[src/rtl/aovs_pkg.sv]
// ----------------------------------------------------------------------------
// aovs_pkg: shared types and constant tables for the additive organ
// Opcodes, sequencer states, control bundle, partial table and the
// elaboration-time generators for the sine, gain and note step tables.
// ----------------------------------------------------------------------------
package aovs_pkg;

  typedef enum logic [1:0] {
    OP_TICK     = 2'd0,
    OP_NOTE_ON  = 2'd1,
    OP_NOTE_OFF = 2'd2
  } opcode_t;

  typedef enum logic [1:0] {
    S_IDLE,
    S_RUN,
    S_FLUSH,
    S_FINISH
  } seq_state_t;

  // control bundle from the sequencer to the datapath
  typedef struct packed {
    logic note_on;
    logic note_off;
    logic tick_start;
    logic issue;
    logic advance;
    logic out_load;
  } ctrl_t;

  localparam int RATIO_W  = 25;
  localparam int WEIGHT_W = 23;
  localparam int GAIN_W   = 15;
  localparam int SINE_W   = 16;
  localparam int ACC_W    = 64;
  localparam int TABLE_N  = 160;
  localparam logic [63:0] HALF_PI_Q30 = 64'd1686629713;

  typedef struct packed {
    logic [RATIO_W-1:0]  ratio;
    logic [WEIGHT_W-1:0] weight;
  } partial_t;

  typedef logic [GAIN_W-1:0] gain_rom_t [128];

  localparam logic [16:0] SEMITONE_Q16 [12] = '{
    17'd65536, 17'd69433, 17'd73562, 17'd77936, 17'd82570, 17'd87480,
    17'd92682, 17'd98193, 17'd104032, 17'd110218, 17'd116772, 17'd123715
  };

  localparam logic [63:0] TAYLOR_DIV [7] = '{
    64'd6, 64'd20, 64'd42, 64'd72, 64'd110, 64'd156, 64'd210
  };

  // ratio in Q16 from thousandths and multiplier, weight in Q24 from millionths
  function automatic partial_t pt(input logic [63:0] th, input logic [63:0] m,
                                  input logic [63:0] w);
    logic [63:0] r;
    logic [63:0] g;
    partial_t    p;
    r = (th * m * 64'd65536 + 64'd500) / 64'd1000;
    g = (w * 64'd16777216 + 64'd500000) / 64'd1000000;
    p.ratio  = r[RATIO_W-1:0];
    p.weight = g[WEIGHT_W-1:0];
    return p;
  endfunction

  // partial table: ratio and weight of each sine term
  function automatic partial_t partial_lookup(input logic [7:0] k);
    partial_t p;
    case (k)
      8'd0:   p = pt(1000, 2, 31600);   8'd1:   p = pt(3000, 2, 9440);
      8'd2:   p = pt(5000, 2, 1770);    8'd3:   p = pt(1000, 4, 31600);
      8'd4:   p = pt(3000, 4, 9440);    8'd5:   p = pt(5000, 4, 1770);
      8'd6:   p = pt(1000, 4, 45050);   8'd7:   p = pt(2000, 4, 108000);
      8'd8:   p = pt(3000, 4, 60900);   8'd9:   p = pt(4000, 4, 31900);
      8'd10:  p = pt(5000, 4, 18400);   8'd11:  p = pt(6000, 4, 39300);
      8'd12:  p = pt(7000, 4, 35000);   8'd13:  p = pt(8000, 4, 55500);
      8'd14:  p = pt(9000, 4, 33100);   8'd15:  p = pt(10000, 4, 41200);
      8'd16:  p = pt(11000, 4, 26300);  8'd17:  p = pt(12000, 4, 15100);
      8'd18:  p = pt(13000, 4, 12300);  8'd19:  p = pt(15000, 4, 2370);
      8'd20:  p = pt(16000, 4, 1390);   8'd21:  p = pt(1000, 8, 58000);
      8'd22:  p = pt(2000, 8, 22300);   8'd23:  p = pt(3000, 8, 329000);
      8'd24:  p = pt(4000, 8, 3710);    8'd25:  p = pt(5000, 8, 803);
      8'd26:  p = pt(6000, 8, 393);     8'd27:  p = pt(7000, 8, 1270);
      8'd28:  p = pt(8000, 8, 1050);    8'd29:  p = pt(9000, 8, 350);
      8'd30:  p = pt(10000, 8, 881);    8'd31:  p = pt(11227, 8, 489);
      8'd32:  p = pt(12000, 8, 323);    8'd33:  p = pt(1000, 2, 165500);
      8'd34:  p = pt(2000, 2, 34600);   8'd35:  p = pt(3000, 2, 51800);
      8'd36:  p = pt(4000, 2, 8030);    8'd37:  p = pt(5000, 2, 14100);
      8'd38:  p = pt(6000, 2, 2540);    8'd39:  p = pt(7000, 2, 1560);
      8'd40:  p = pt(8000, 2, 1490);    8'd41:  p = pt(10000, 2, 1020);
      8'd42:  p = pt(1000, 16, 21050);  8'd43:  p = pt(1331, 16, 58800);
      8'd44:  p = pt(2000, 16, 62300);  8'd45:  p = pt(2662, 16, 11700);
      8'd46:  p = pt(3000, 16, 2910);   8'd47:  p = pt(4000, 16, 4360);
      8'd48:  p = pt(5000, 16, 588);    8'd49:  p = pt(5325, 16, 4670);
      8'd50:  p = pt(6000, 16, 1840);   8'd51:  p = pt(6657, 16, 582);
      8'd52:  p = pt(7000, 16, 158);    8'd53:  p = pt(8000, 16, 3580);
      8'd54:  p = pt(9000, 16, 239);    8'd55:  p = pt(10000, 16, 616);
      8'd56:  p = pt(10651, 16, 1420);  8'd57:  p = pt(12000, 16, 543);
      8'd58:  p = pt(13314, 16, 518);   8'd59:  p = pt(14000, 16, 327);
      8'd60:  p = pt(14645, 16, 211);   8'd61:  p = pt(16256, 16, 803);
      8'd62:  p = pt(18000, 16, 254);   8'd63:  p = pt(18641, 16, 147);
      8'd64:  p = pt(21304, 16, 285);   8'd65:  p = pt(23967, 16, 114);
      8'd66:  p = pt(1000, 4, 110500);  8'd67:  p = pt(2000, 4, 74900);
      8'd68:  p = pt(3000, 4, 16500);   8'd69:  p = pt(4000, 4, 11300);
      8'd70:  p = pt(5000, 4, 2540);    8'd71:  p = pt(6000, 4, 3160);
      8'd72:  p = pt(7000, 4, 653);     8'd73:  p = pt(8000, 4, 350);
      8'd74:  p = pt(9000, 4, 478);     8'd75:  p = pt(10000, 4, 668);
      8'd76:  p = pt(11000, 4, 741);    8'd77:  p = pt(12000, 4, 575);
      8'd78:  p = pt(13000, 4, 412);    8'd79:  p = pt(14000, 4, 371);
      8'd80:  p = pt(15000, 4, 295);    8'd81:  p = pt(16281, 4, 237);
      8'd82:  p = pt(1000, 2, 83500);   8'd83:  p = pt(2000, 2, 78500);
      8'd84:  p = pt(3000, 2, 25100);   8'd85:  p = pt(4000, 2, 38400);
      8'd86:  p = pt(5000, 2, 5430);    8'd87:  p = pt(6000, 2, 9120);
      8'd88:  p = pt(7000, 2, 3010);    8'd89:  p = pt(8000, 2, 1710);
      8'd90:  p = pt(9000, 2, 1460);    8'd91:  p = pt(10000, 2, 1360);
      8'd92:  p = pt(11000, 2, 1090);   8'd93:  p = pt(18000, 2, 1080);
      8'd94:  p = pt(1000, 2, 17300);   8'd95:  p = pt(2000, 2, 37100);
      8'd96:  p = pt(3000, 2, 7940);    8'd97:  p = pt(4000, 2, 58200);
      8'd98:  p = pt(5000, 2, 10000);   8'd99:  p = pt(6000, 2, 29100);
      8'd100: p = pt(7000, 2, 25400);   8'd101: p = pt(8000, 2, 19900);
      8'd102: p = pt(9000, 2, 14400);   8'd103: p = pt(10000, 2, 14200);
      8'd104: p = pt(11000, 2, 10300);  8'd105: p = pt(12000, 2, 6230);
      8'd106: p = pt(13000, 2, 23400);  8'd107: p = pt(14000, 2, 12700);
      8'd108: p = pt(15000, 2, 11300);  8'd109: p = pt(16000, 2, 3120);
      8'd110: p = pt(17000, 2, 1360);   8'd111: p = pt(18000, 2, 2690);
      8'd112: p = pt(19000, 2, 2310);   8'd113: p = pt(20000, 2, 1210);
      8'd114: p = pt(21000, 2, 363);    8'd115: p = pt(1000, 1, 17300);
      8'd116: p = pt(2000, 1, 37100);   8'd117: p = pt(3000, 1, 7940);
      8'd118: p = pt(4000, 1, 58200);   8'd119: p = pt(5000, 1, 10000);
      8'd120: p = pt(6000, 1, 29100);   8'd121: p = pt(7000, 1, 25400);
      8'd122: p = pt(8000, 1, 19900);   8'd123: p = pt(9000, 1, 14400);
      8'd124: p = pt(10000, 1, 14200);  8'd125: p = pt(11000, 1, 10300);
      8'd126: p = pt(12000, 1, 6230);   8'd127: p = pt(13000, 1, 23400);
      8'd128: p = pt(14000, 1, 12700);  8'd129: p = pt(15000, 1, 11300);
      8'd130: p = pt(16000, 1, 3120);   8'd131: p = pt(17000, 1, 1360);
      8'd132: p = pt(18000, 1, 2690);   8'd133: p = pt(19000, 1, 2310);
      8'd134: p = pt(20000, 1, 1210);   8'd135: p = pt(21000, 1, 363);
      8'd136: p = pt(1000, 1, 41100);   8'd137: p = pt(2000, 1, 74900);
      8'd138: p = pt(3000, 1, 8410);    8'd139: p = pt(4000, 1, 2340);
      8'd140: p = pt(5000, 1, 1390);    8'd141: p = pt(6000, 1, 831);
      8'd142: p = pt(7000, 1, 1470);    8'd143: p = pt(8000, 1, 1900);
      8'd144: p = pt(9000, 1, 1160);    8'd145: p = pt(10000, 1, 530);
      8'd146: p = pt(11000, 1, 1460);   8'd147: p = pt(12000, 1, 363);
      8'd148: p = pt(13000, 1, 305);    8'd149: p = pt(1000, 1, 98500);
      8'd150: p = pt(2000, 1, 141000);  8'd151: p = pt(3000, 1, 113000);
      8'd152: p = pt(4385, 1, 131000);  8'd153: p = pt(5370, 1, 105000);
      8'd154: p = pt(6347, 1, 162000);  8'd155: p = pt(7327, 1, 118000);
      8'd156: p = pt(8308, 1, 52400);   8'd157: p = pt(9288, 1, 38900);
      8'd158: p = pt(10736, 1, 42600);  8'd159: p = pt(12000, 1, 19900);
      default: p = '0;
    endcase
    return p;
  endfunction

  // quarter-wave sine in Q15 from a Q30 Taylor series
  function automatic logic [15:0] quarter_sine(input logic [63:0] a, input int qbits);
    logic [63:0] x;
    logic [63:0] x2;
    logic [63:0] term;
    logic signed [63:0] sum;
    x    = (a * HALF_PI_Q30 + (64'd1 << (qbits - 1))) >> qbits;
    x2   = (x * x) >> 30;
    term = x;
    sum  = $signed(x);
    for (int k = 0; k < 7; k++) begin
      term = ((term * x2) >> 30) / TAYLOR_DIV[k];
      if (k % 2 == 0) sum = sum - $signed(term);
      else sum = sum + $signed(term);
    end
    if (sum < 0) sum = 0;
    sum = (sum + 64'sd16384) >>> 15;
    if (sum > 64'sd32767) sum = 64'sd32767;
    return sum[15:0];
  endfunction

  // equal-tempered phase step of a MIDI note
  function automatic logic [63:0] note_step(input logic [6:0] note, input int phase_bits);
    int          n;
    int          e;
    logic [63:0] k;
    logic [63:0] s;
    n = int'(note) + 3;
    e = phase_bits + n / 12 - 22;
    k = 64'd440 * 64'(SEMITONE_Q16[n % 12]);
    if (e >= 0) begin
      s = ((k << e) + 64'd22050) / 64'd44100;
    end else begin
      s = ((k + (64'd22050 << (-e))) >> (-e)) / 64'd44100;
    end
    return s;
  endfunction

  // largest Q14 gain g with g^4 * 127 <= velocity * 2^56
  function automatic gain_rom_t build_gain();
    gain_rom_t   t;
    logic [63:0] lo;
    logic [63:0] hi;
    logic [63:0] mid;
    logic [63:0] sq;
    for (int v = 0; v < 128; v++) begin
      lo = 0;
      hi = 64'd16384;
      for (int it = 0; it < 16; it++) begin
        if (lo < hi) begin
          mid = (lo + hi + 64'd1) >> 1;
          sq  = mid * mid;
          if (sq * sq * 64'd127 <= (64'(v) << 56)) lo = mid;
          else hi = mid - 64'd1;
        end
      end
      t[v] = lo[GAIN_W-1:0];
    end
    return t;
  endfunction

endpackage

[src/rtl/aovs_seq.sv]
// ----------------------------------------------------------------------------
// aovs_seq: sequencer for note events and the partial sweep of a tick
// Walks voices and partials, drains the pipeline, loads the output.
// ----------------------------------------------------------------------------
module aovs_seq #(
  parameter int VOICES   = 4,
  parameter int PARTIALS = 160,
  parameter int VW       = 2,
  parameter int KW       = 8
) (
  input  logic            clk,
  input  logic            rst,
  input  logic            in_valid,
  input  logic [1:0]      opcode,
  input  logic            out_valid,
  input  logic            out_stall,
  input  logic            pipe_busy,
  output logic            in_stall,
  output aovs_pkg::ctrl_t ctrl,
  output logic [VW-1:0]   voice_idx,
  output logic [KW-1:0]   partial_idx
);
  import aovs_pkg::*;

  seq_state_t state, state_next;
  logic       accept;
  logic       last_k;
  logic       last_v;

  // take requests only when idle and out of reset
  assign in_stall = rst || (state != S_IDLE);
  assign accept   = in_valid && !in_stall;
  assign last_k   = partial_idx == KW'(PARTIALS - 1);
  assign last_v   = voice_idx == VW'(VOICES - 1);

  // next state
  always_comb begin
    state_next = state;
    unique case (state)
      S_IDLE:   if (accept && opcode == OP_TICK) state_next = S_RUN;
      S_RUN:    if (last_k && last_v) state_next = S_FLUSH;
      S_FLUSH:  if (!pipe_busy) state_next = S_FINISH;
      S_FINISH: if (!(out_valid && out_stall)) state_next = S_IDLE;
      default:  state_next = S_IDLE;
    endcase
  end

  // outputs
  always_comb begin
    ctrl = '0;
    unique case (state)
      S_IDLE: begin
        if (accept) begin
          unique case (opcode)
            OP_TICK:     ctrl.tick_start = 1'b1;
            OP_NOTE_ON:  ctrl.note_on = 1'b1;
            OP_NOTE_OFF: ctrl.note_off = 1'b1;
            default:     ctrl = '0;
          endcase
        end
      end
      S_RUN:    ctrl.issue = 1'b1;
      S_FLUSH:  ctrl = '0;
      S_FINISH: begin
        ctrl.out_load = !(out_valid && out_stall);
        ctrl.advance  = !(out_valid && out_stall);
      end
      default:  ctrl = '0;
    endcase
  end

  // hold state and sweep counters
  always_ff @(posedge clk) begin
    if (rst) begin
      state       <= S_IDLE;
      voice_idx   <= '0;
      partial_idx <= '0;
    end else begin
      state <= state_next;
      if (ctrl.tick_start) begin
        voice_idx   <= '0;
        partial_idx <= '0;
      end else if (ctrl.issue) begin
        if (last_k) begin
          partial_idx <= '0;
          voice_idx   <= last_v ? '0 : voice_idx + 1'b1;
        end else begin
          partial_idx <= partial_idx + 1'b1;
        end
      end
    end
  end

  a_sweep_range: assert property (@(posedge clk) disable iff (rst)
    state == S_RUN |-> (voice_idx <= VW'(VOICES - 1)) && (partial_idx <= KW'(PARTIALS - 1)))
    else $error("sweep counter out of range");

  a_tick_runs: assert property (@(posedge clk) disable iff (rst)
    ctrl.tick_start |=> state == S_RUN && voice_idx == '0 && partial_idx == '0)
    else $error("tick did not start the sweep");

  a_load_free: assert property (@(posedge clk) disable iff (rst)
    ctrl.out_load |-> !(out_valid && out_stall))
    else $error("output overwritten while stalled");

  a_no_issue_idle: assert property (@(posedge clk) disable iff (rst)
    state == S_IDLE |-> !ctrl.issue && !ctrl.advance)
    else $error("datapath active while idle");

endmodule

[config.mk]
export PLATFORM = sky130hd
export DESIGN_NAME = aovs_seq
export DESIGN_NICKNAME = d
export VERILOG_FILES = /design/src/rtl/aovs_pkg.sv /design/src/rtl/aovs_seq.sv
export SDC_FILE = /design/constraint.sdc
export NUM_CORES = 1
export LEC_CHECK = 0
export ABC_CLOCK_PERIOD_IN_PS = 2650
export BUFFER_PORTS_ARGS = -buffer_cell sky130_fd_sc_hd__buf_4
export CAP_MARGIN = 15
export CORE_UTILIZATION = 51
export CTS_CLUSTER_SIZE = 12
export DETAILED_ROUTE_END_ITERATION = 6
export PLACE_DENSITY = 0.83
export SLEW_MARGIN = 20
export SYNTH_ARGS = -nofsm -noshare
export SYNTH_HDL_FRONTEND = slang
export SYNTH_SLANG_ARGS = --single-unit
export TNS_END_PERCENT = 1
[constraint.sdc]
create_clock -name clk -period 2.65 [get_ports clk]
set_input_delay 0.1325 -clock clk [delete_from_list [all_inputs] [get_ports clk]]
set_output_delay 0.1325 -clock clk [all_outputs]
set_load 0.02 [all_outputs]
==> summary.md, run 1 <==
Measured against its own limit, the worst slew margin works out to 81.7%. The logs give 1430 µm for the final routed wirelength across all metal layers and 886 µm² for the area of placed instances. The number of nets still failing antenna checks after routing was 0; the iteration count of the initial detailed-routing pass was 4.

Data on the critical path is required at its endpoint by 2520 ps. The number of max-slew violations in the final report is 0, and the vias after detailed routing is 604. Entering global routing, the biggest net connects 8 pins.

The logs give 100 for the layout filler cell count and 94 for the synthesized net count. The worst setup path is launched from a register. Once detailed placement completed, the half-perimeter wirelength came to 1170 µm.

Timing would allow up to 0.582 GHz. In this run, post-CTS repair resized a total of 0 instances. The run gives 0 as the final number of hold-violating endpoints. In the synthesized netlist, the number of instances is 79. The worst hold path belongs to the class in2reg. The area added between synthesis and finish is 29.4%, and the via count of the first global-routing pass is 509. The run gives 12 as the TritonCTS sink count. TritonCTS built the clock tree. The finished cells cover 908 µm². Counting stages on the worst path, the most repeated cell is sky130_fd_sc_hd__inv_1.

The cell chosen for the clock root was sky130_fd_sc_hd__clkbuf_4. The initial core utilization was 54.6%. The standard-cell row count is 13. The maximum level of the CTS H-tree was 1. For this design the ratio of total power to cell area is 416 nW/µm². Setup repair after global routing left no endpoint under its margin. The number of hold buffers added after CTS was 0. Registers take 240 µm².

The run gives 1.36 ps as the worst clock skew. On the final layout, the worst hold slack is 171 ps. Of the cells placed in the final design, the portion with a size suffix greater than 1 is 28.8%. The die is 39.1 µm tall. For this run, design rule violations remaining after detail routing come to 0. After clock tree synthesis, the setup repair step added 0 buffers. The shortest clock period the worst path allows after layout works out to 1720 ps.

The CTS buffer count is 3, and the initial antenna violation count is 0. In this run the cell area of the synthesized design comes to 702 µm². The mean instance size in the synthesized netlist was 8.89 µm²; the weighted congestion at the end of routability-driven global placement was 0.761.

The most common cell after layout, fill and taps aside is sky130_fd_sc_hd__buf_4. The share of the cycle needed by the critical path after routing was 64.8%; the multi-input gate area in the final layout was 428 µm². The tools report the kind of end point of the critical path as an output port. In this run the worst path has a maximum fanout of 4. After detailed routing, the average wire length per cell comes to 12.0 µm.

The tools report the setup TNS after final layout as 0 ps. Global routing used 22.1% of the available tracks across all layers. Clock-pin slew reported for the worst setup and hold paths after clock tree synthesis: 70 ps. The first global-routing pass estimated 2170 µm of wire. The post-detailed-route via-to-cell ratio came out at 5.08. The logs give 2 for the maximum clock path buffer count and 0 for the reported max-cap violation count. The tools report the die area as 1530 µm². The logs give 270 ps for the clock latency at the later pin of the worst-skew pair and 1590 ps for the worst endpoint data arrival time. Total congestion overflow after global routing: 0.

The run finished with clean final reports. For the pin with the worst max-slew slack, the measured transition is 275 ps. On the critical path, the stage with the largest delay is an instance of sky130_fd_sc_hd__dfxtp_1. In the layout the commonest cells are sky130_fd_sc_hd__buf_4, sky130_fd_sc_hd__dfxtp_1, sky130_fd_sc_hd__nor2_1. Setup violations remaining at the end of the flow were counted as 0.

After synthesis the netlist holds a flip-flop and latch count of 12. The logs give 0 for the total number of yosys warnings and 121 for the number of nets in the final layout. The die is 39.1 µm wide.

Post-place setup slack: 1040 ps. Setup slack closes at 932 ps. The repair_antennas step left the layout with diodes totalling 0. In this run the static leakage power is 0.420 nW. The boundary pin count is 25, and the sequential element share of the synthesized area is 34.2%. Buffers placed on the I/O ports in this run total 24. In this design, the stage delay of the slowest critical-path cell is 350 ps.

The number of distinct library cell variants in the gate-level netlist after synthesis is 29, and the maximum VDD drop is 0.318 mV. Walking the worst path, the cells encountered are inv_1 -> ha_1 -> inv_1 -> nor2_1 -> inv_1 -> nor3_1 -> buf_4. The critical path is of the reg2out type.

After the first detailed-routing iteration, the DRC count stood at 7. The placeable core region is 1280 µm².
[Yosys cell counts (all sizes together)]
cell type	n	share of area, %
buf	2	2.1
nand2b	4	3.6
nor3	2	2.1
xnor2	3	3.7
nor4	1	0.89
or3	1	0.89
and3	2	1.8
o2111a	1	1.6
a21boi	1	1.1
nand4	3	3.6
and2	1	0.89
or2	1	0.89
inv	5	2.7
nand2	5	2.7
ha	7	12
a21oi	2	1.4
nor2b	1	0.89
o21ai	2	1.4
a22oi	1	1.1
nand4bb	1	1.6
nor2	11	5.9
nand3	1	0.71
a31o	1	1.2
mux2i	4	5.7
xor2	3	3.7
dfxtp	12	34
o21bai	1	1.1
[metal layers]
| layer | share of wire [%] | GRT usage [%] |
|---|---|---|
| met1 | 46 | 25.7 |
| met2 | 47 | 35.0 |
| met3 | 5.5 | 6.94 |
| met4 | 1.5 | 12.9 |
| met5 | 0 | 0 |
[flip-flops by register name, summed over array words and instances, names as in the netlist]
signal	flops
partial_idx	8
state	2
voice_idx	2
[power breakdown]
| group | internal (mW) | switching [mW] | leakage (nW) |
|---|---|---|---|
| clock | 0.0527 | 0.0573 | 0.0138 |
| sequential | 0.185 | 0.00568 | 0.0968 |
| combinational | 0.0364 | 0.0410 | 0.309 |
| total | 0.274 | 0.104 | 0.420 |
[critical path: cells and delay by family (launching register included)]
family                     cells  cell delay (ps)
buffers and inverters          4              430
DFF                            1              350
and+or+nand+nor                2              330
adders and majority gates      1              200
[cell type report]
| type | instances | share of cell area (%) |
|---|---|---|
| Inverter | 5 | 2.07 |
| Clock buffer | 3 | 2.48 |
| Timing Repair Buffer | 24 | 19.8 |
| Multi-Input combinational cell | 60 | 47.1 |
| Tap cell | 15 | 2.07 |
| Sequential cell | 12 | 26.4 |
[final timing paths]
check / slack [ps] / startpoint / to / cells after the start
setup / recovery: 930 / state[0]$_SDFFE_PP0P_ / ctrl[5] / 7
hold / removal: 170 / rst / state[0]$_SDFFE_PP0P_ / 3
setup reg to reg: 1030 / state[1]$_SDFFE_PP0P_ / partial_idx[7]$_SDFFE_PP0P_ / 6
hold reg to reg: 530 / state[1]$_SDFFE_PP0P_ / state[1]$_SDFFE_PP0P_ / 2
[stage by stage]
| stage | cells | total power [mW] | utilization [%] |
|---|---|---|---|
| 2_1_floorplan | 79 | 0.245 | - |
| 3_3_place_gp | 116 | 0.269 | 68.9 |
| 3_5_place_dp | 116 | 0.272 | 68.9 |
| 4_1_cts | 119 | 0.382 | 70.7 |
| 5_1_grt | 119 | 0.398 | 70.7 |
| 6_report | 119 | 0.378 | 70.7 |
[cell families (layout without fill, tap and decap cells)]
kind of cell	after synthesis	in the layout	share of synthesized area, %
mux	4	4	5.70
flops	12	12	34.2
xor+xnor	6	6	7.49
simple gates	34	34	26.4
fa+ha+maj	7	7	12.5
compound gates	9	9	8.91
buf+inv	7	32	4.81
Note: power is estimated with default switching activity, not from simulation.
==> run 2, diff against run 1 <==
- ABC_CLOCK_PERIOD_IN_PS: 2650 -> 1650
- CORE_UTILIZATION: 51 -> 47
- PLACE_DENSITY: 0.83 -> 0.77
- clock period: 2.65 -> 1.65 ns (I/O delays scaled with it)
==> summary.md, run 2 (synthesized netlist as in run 1, its figures left out) <==
The flow ran to the end, and the final reports show no timing, DRC or antenna violations. The cell depth of the worst flop-to-flop path is 6 (unchanged). The logs give 0 (unchanged) for the initial antenna violation count and 0 (unchanged) for the reported max-cap violation count. The tools report the iteration count of the initial detailed-routing pass as 4 (unchanged).

The startpoint identified for the worst register-to-register timing path is state[1]$_SDFFE_PP0P_. The number of port buffers is 24 (unchanged). The total congestion overflow after global routing came out at 0 (unchanged). TritonCTS built the clock tree. Number of max-slew violations in the final report: 0 (unchanged).

Setup repair after global routing left no endpoint under its margin. The logs give 0 (unchanged) for the number of nets still failing antenna checks after routing and 123 (+1.7%) for the number of nets in the final layout. The kind of path behind the tightest hold check is in2reg. The CTS buffer count is 3 (unchanged).

The tools report the setup-violating endpoint count in the final report as 0 (unchanged). The largest registers in the layout are partial_idx (8), state (2), voice_idx (2). The area growth from synthesis to layout is 35.3%. The slew at the pin closest to its max-slew limit was 234 ps (-41.0 ps); the switching part of the total was 25.9% (-1.6 points). Via count of the first global-routing pass: 530 (+4.1%). The combinational fraction of design power was 19.7% (-0.8 points); the share of the cycle needed by the critical path after routing was 91.5%.

The run gives 52.0% (-2.6 points) as the initial core utilization. The run gives 105 (+5.0%) as the layout filler cell count. The die extent in x came out at 40.6 µm (+4.0%). The relative slew slack came out at 84.3% (+2.6 points). The ratio of cells with drive above 1 in the final layout works out to 37.4% (+8.5 points). The worst hold path terminates at state[1]$_SDFFE_PP0P_. The tools report the critical hold path startpoint as rst. The worst endpoint data arrival time came out at 1430 ps (-160 ps).

The tools report the placeable core region as 1350 µm² (+5.1%). The setup fix buffers added after clock tree synthesis is 0 (unchanged), and the worst clock skew is 7.34 ps (+5.97 ps). The weighted congestion at the end of routability-driven global placement came out at 0.769 (+0.97%). The tools report the cell leakage power as 0.440 nW (+4.7%). The power per standard cell area was 703 nW/µm² (+69%); the sequential fraction of design power was 46.0% (-4.4 points).

The clock-pin slew reported for the worst setup and hold paths after clock tree synthesis works out to 70 ps (about the same). Standard-cell row count: 13 (unchanged). In the layout the commonest cells are sky130_fd_sc_hd__buf_4, sky130_fd_sc_hd__nor2_1, sky130_fd_sc_hd__dfxtp_1. The kind of end point of the critical path is an output port. The floorplan die height is 40.6 µm (+4.0%), and the global-route wire length before repair is 2150 µm (-1.3%). The total routing usage reported by global routing came out at 19.2% (-2.9 points). The library cell appearing most often on the critical path is sky130_fd_sc_hd__inv_1. The run gives 190 ps (-840 ps) as the internal reg-to-reg setup slack. The final routed wirelength across all metal layers is 1430 µm (about the same), and the die area is 1650 µm² (+8.1%).

TritonCTS sink count: 12 (unchanged). The post-detailed-route via-to-cell ratio came out at 5.18 (+2.1%). The maximum fanout count along the critical path came out at 4 (unchanged). The worst hold path cell count was 3 (unchanged); the critical path required time was 1570 ps (-950 ps). Startpoint type of the worst setup path: a register.

The run gives 8 (unchanged) as the maximum number of pins on one net before global-route repair. For the setup TNS after final layout, the log shows 0 ps (unchanged). The logs give 632 (+4.6%) for the vias after detailed routing and 25 (unchanged) for the boundary pin count. Counting flops per register, the top entry is partial_idx. The tools report the cell chosen for the clock root as sky130_fd_sc_hd__clkbuf_4. The logs give 438 µm² (+2.3%) for the multi-input gate area in the final layout and 270 ps (about the same) for the clock latency at the later pin of the worst-skew pair. The critical path goes through inv_2 -> ha_2 -> inv_1 -> nor2_2 -> inv_1 -> nor3_2 -> buf_4. The slowest stage of the critical path is the sky130_fd_sc_hd__dfxtp_2 cell.

Final cell count without fillers: 122 (+2.5%). The area occupied by registers was 243 µm² (+1.0%); the maximum clock path buffer count was 2 (unchanged). The mean routed wirelength per cell was 11.7 µm (-2.4%). The worst register-to-register path ends at voice_idx[1]$_SDFFE_PP0P_. The critical path class was reg2out. The clock period could shrink to 1510 ps. The logs give 0.173 mW (+66%) for the switching component of the power and 18 (+11) for the number of DRC violations after detailed-routing iteration 0. The logs give 118 (+1.7%) for the number of instances in the placed design and 34.3% (+5.2 points) for the part of the total power dissipated in the clock network. The run gives 0.495 mW (+81%) as the cell internal power dissipation.

The maximum level of the CTS H-tree is 1 (unchanged), and the delay of the slowest cell on the worst path is 340 ps (about the same). The highest clock frequency the design can meet was 0.662 GHz; the final number of hold-violating endpoints was 0 (unchanged). The most common cell after layout, fill and taps aside is sky130_fd_sc_hd__buf_4.

The maximum VDD drop is 0.395 mV (+24%), and the flip-flop count of the largest register, all copies and words added is 8 (unchanged). The run gives 0 (unchanged) as the diode insertion count for antenna repair. The final routed DRC violation total was 0 (unchanged); the detailed placement HPWL was 1140 µm (-2.7%).
## run 2: changes by cell type in the layout (fill, tap and decap cells not counted), sizes merged
cell	delta
buf	+2
clkbuf	+1
## run 2: cell type report
class	count	area share, %
clock buffers	4	3.82
inverters	5	1.98
multi-input cells	60	46.1
flip-flops and latches	12	25.6
well taps	15	1.98
repair buffers	26	20.6
## run 2: power groups by stage
stage | sequential (mW) | combinational [mW] | clock (mW)
after global placement | 0.312 | 0.125 | 0
after detailed placement | 0.312 | 0.129 | 0
after floorplan | 0.315 | 0.0782 | 0
after global routing | 0.308 | 0.146 | 0.253
after CTS | 0.305 | 0.130 | 0.235
final | 0.307 | 0.132 | 0.229
## run 2: stage by stage
stage               worst slack (ps)  area [µm²]  util (%)  hold slack, ps  total power, mW
floorplan                       85.2         702         -             254            0.393
global placement                 207         901      66.7             415            0.437
detailed placement               155         901      66.7             421            0.440
CTS                             2.68         940      69.6             136            0.670
global route                    4.26         950      70.3             146            0.708
finish                           140         950      70.3             138            0.668
## run 2: critical path: cells and delay by family (launching register included)
kind / cells / cell delay, ps
AND/OR/NAND/NOR: 2 / 250
flip-flops: 1 / 340
buffers and inverters: 4 / 380
adder cells (fa/ha/maj): 1 / 200
## run 2: routing by layer
layer	track usage [%]	vias to the layer above	routed length [µm]
met2	33.7	22	661
li1	-	326	-
met4	0	0	0
met5	0	-	0
met1	25.1	284	683
met3	4.89	0	83
## run 2: timing repair
item,CTS,global route
hold buffers,0,0
resized for setup,1,6
setup endpoints to repair,1,1
## run 2: how the worst max path moves through the flow
stage	slack, ps	to	from
floorplan	90	voice_idx[1]$_SDFFE_PP0P_	state[1]$_SDFFE_PP0P_
global placement	210	state[0]$_SDFFE_PP0P_	partial_idx[0]$_SDFFE_PP0P_
detailed placement	150	voice_idx[1]$_SDFFE_PP0P_	state[1]$_SDFFE_PP0P_
CTS	3	ctrl[5]	state[0]$_SDFFE_PP0P_
global route	4	ctrl[5]	state[0]$_SDFFE_PP0P_
finish	140	ctrl[5]	state[0]$_SDFFE_PP0P_
==> run 3, diff against run 2 <==
- CORE_MARGIN: unset -> 10
==> summary.md, run 3 (synthesized netlist as in run 1, its figures left out) <==
The tools report the cell chosen for the clock root as sky130_fd_sc_hd__clkbuf_4. The run gives 0 (unchanged) as the setup fix buffers added after clock tree synthesis. The detailed placement HPWL was 1350 µm (+19%).

The flip-flop count of the largest register, all copies and words added was 8 (unchanged). The boundary pin count was 25 (unchanged); the die area was 3440 µm² (+110%). The worst hold path cell count works out to 3 (unchanged).

The logs give 150 ps (-40 ps) for the internal reg-to-reg setup slack and 2790 µm (+30%) for the global-route wire length before repair. The iteration count of the initial detailed-routing pass came out at 4 (unchanged). The slew at the pin closest to its max-slew limit is 279 ps (+44.7 ps), and the final worst hold slack is 146 ps (+8.56 ps). The TritonCTS sink count is 12 (unchanged).

The final routed wirelength across all metal layers was 1710 µm (+20%); the number of port buffers was 24 (unchanged). Met1 usage: 11.9% (-13 points). TritonCTS built the clock tree. The diode insertion count for antenna repair was 0 (unchanged). The shortest clock period the worst path allows after layout was 1530 ps (+20.7 ps); the reported max-cap violation count was 0 (unchanged). The tools report the maximum number of pins on one net before global-route repair as 8 (unchanged). For the worst endpoint data arrival time, the log shows 1450 ps (+20 ps).

The via count of the first global-routing pass came out at 617 (+16%). In the final layout, the registers with the most flip-flops are partial_idx (8), state (2), voice_idx (2). The share of the cycle needed by the critical path after routing works out to 92.7% (+1.3 points).

The final routed DRC violation total is 0 (unchanged), and the ratio of cells with drive above 1 in the final layout is 35.5% (-1.9 points). Reg-to-reg endpoint: voice_idx[1]$_SDFFE_PP0P_. The tools report the weighted congestion at the end of routability-driven global placement as 0.757 (-1.5%). The clock latency at the later pin of the worst-skew pair came out at 270 ps (about the same). Final number of hold-violating endpoints: 0 (unchanged). The critical path starts at state[0]$_SDFFE_PP0P_.

The routing usage on met2 is 15.5% (-18 points), and the vias after detailed routing is 635 (+0.47%). The number of DRC violations after detailed-routing iteration 0 was 9 (-9); the number of nets in the final layout was 123 (unchanged). Startpoint type of the worst setup path: a register. The run gives 0.653 GHz (-1.3%) as the highest clock frequency the design can meet. Floorplan die height: 58.6 µm (+44%).

The critical path is of the reg2out type. The startpoint identified for the worst register-to-register timing path is state[0]$_SDFFE_PP0P_. The library cell used most frequently in the layout, excluding fill and tap cells, is sky130_fd_sc_hd__buf_4. The worst setup path is captured at an output port. The initial antenna violation count is 0 (unchanged), and the fraction of met3 tracks used by global routing is 4.94% (+0.044 points). The mean routed wirelength per cell is 14.0 µm (+20%).

The final cell count without fillers is 122 (unchanged), and the number of instances in the placed design is 118 (unchanged). CTS buffer count: 3 (unchanged). met2 is the most crowded layer. The critical path ends at ctrl[5]. The logs give 0 (unchanged) for the number of max-slew violations in the final report and 1570 ps (about the same) for the critical path required time. The cell depth of the worst flop-to-flop path came out at 5 (-1). The flow ran to the end, and the final reports show no timing, DRC or antenna violations. In the layout the commonest cells are sky130_fd_sc_hd__buf_4, sky130_fd_sc_hd__dfxtp_1, sky130_fd_sc_hd__nor2_1.

The standard-cell row count came out at 13 (unchanged). The tools report the placeable core region as 1350 µm² (unchanged). The setup-violating endpoint count in the final report was 0 (unchanged).

The relative slew slack came out at 81.3% (-3.0 points). The die extent in x came out at 58.6 µm (+44%). The layout filler cell count is 121 (+15%). The power per standard cell area was 705 nW/µm² (+0.26%).

The maximum fanout count along the critical path came out at 4 (unchanged). Maximum VDD drop: 0.595 mV (+51%). For the initial core utilization, the log shows 52.0% (unchanged). The kind of path behind the tightest hold check is in2reg. The total routing usage reported by global routing was 10.0% (-9.2 points); the worst clock skew was 3.41 ps (-3.93 ps). The number of nets still failing antenna checks after routing came out at 0 (unchanged). partial_idx holds more flip-flops than any other register.

For the total congestion overflow after global routing, the log shows 0 (unchanged). The post-detailed-route via-to-cell ratio was 5.20 (+0.47%); the cell leakage power was 0.439 nW (-0.21%). The clock-pin slew reported for the worst setup and hold paths after clock tree synthesis was 70 ps (about the same).

From synthesis to final layout, the design area changed by 34.9%. The logs give 1 (unchanged) for the maximum level of the CTS H-tree and 2 (unchanged) for the maximum clock path buffer count.
==> run 3: worst min path at each step <==
| stage | to | slack (ps) | start |
|---|---|---|---|
| final | state[1]$_SDFFE_PP0P_ | 150 | rst |
| after global routing | state[1]$_SDFFE_PP0P_ | 170 | rst |
| after CTS | state[1]$_SDFFE_PP0P_ | 130 | rst |
| after detailed placement | state[1]$_SDFFE_PP0P_ | 420 | rst |
| after global placement | state[1]$_SDFFE_PP0P_ | 410 | rst |
| after floorplan | ctrl[5] | 250 | opcode[1] |
==> run 3: metal layers <==
metal	vias to the layer above	share of wire, %	routed length, µm
met1	292	48	821
met3	2	7.6	130
met5	-	0	0
li1	323	-	-
met4	0	0.76	13
met2	18	44	745
==> run 3: through the flow <==
| step | total power, mW | setup TNS, ps | area, µm² | setup slack, ps | utilization (%) |
|---|---|---|---|---|---|
| finish | 0.668 | 0 | 947 | 120 | 70.2 |
| global route | 0.706 | -24.1 | 947 | -24.1 | 70.2 |
| CTS | 0.671 | 0 | 937 | 1.59 | 69.4 |
| detailed placement | 0.440 | 0 | 901 | 165 | 66.7 |
| global placement | 0.438 | 0 | 901 | 200 | 66.7 |
| floorplan | 0.393 | 0 | 702 | 85.2 | - |
==> run 3: critical path, stage by stage (launching register included) <==
cell and delay, ps:
sky130_fd_sc_hd__dfxtp_1 360, sky130_fd_sc_hd__inv_2 90, sky130_fd_sc_hd__ha_2 190, sky130_fd_sc_hd__inv_1 60
sky130_fd_sc_hd__nor2_2 110, sky130_fd_sc_hd__inv_1 70, sky130_fd_sc_hd__nor3_2 150, sky130_fd_sc_hd__buf_4 160
==> run 3: where the power goes <==
group	internal (mW)	switching, mW
registers	0.297	0.00979
logic	0.0625	0.0686
clock network	0.134	0.0963
total	0.493	0.175
==> run 3: repair_timing <==
item	4_1_cts	5_1_grt
hold buffers	0	0
gates resized for setup	0	5
endpoints found under the setup margin	0	1
==> run 3: area by class of cell <==
type,instances,area (µm²),area share [%]
Clock buffer,4,36.3,3.83
Inverter,5,18.8,1.98
Multi-Input combinational cell,60,438,46.2
Sequential cell,12,240,25.4
Tap cell,15,18.8,1.98
Timing Repair Buffer,26,195,20.6
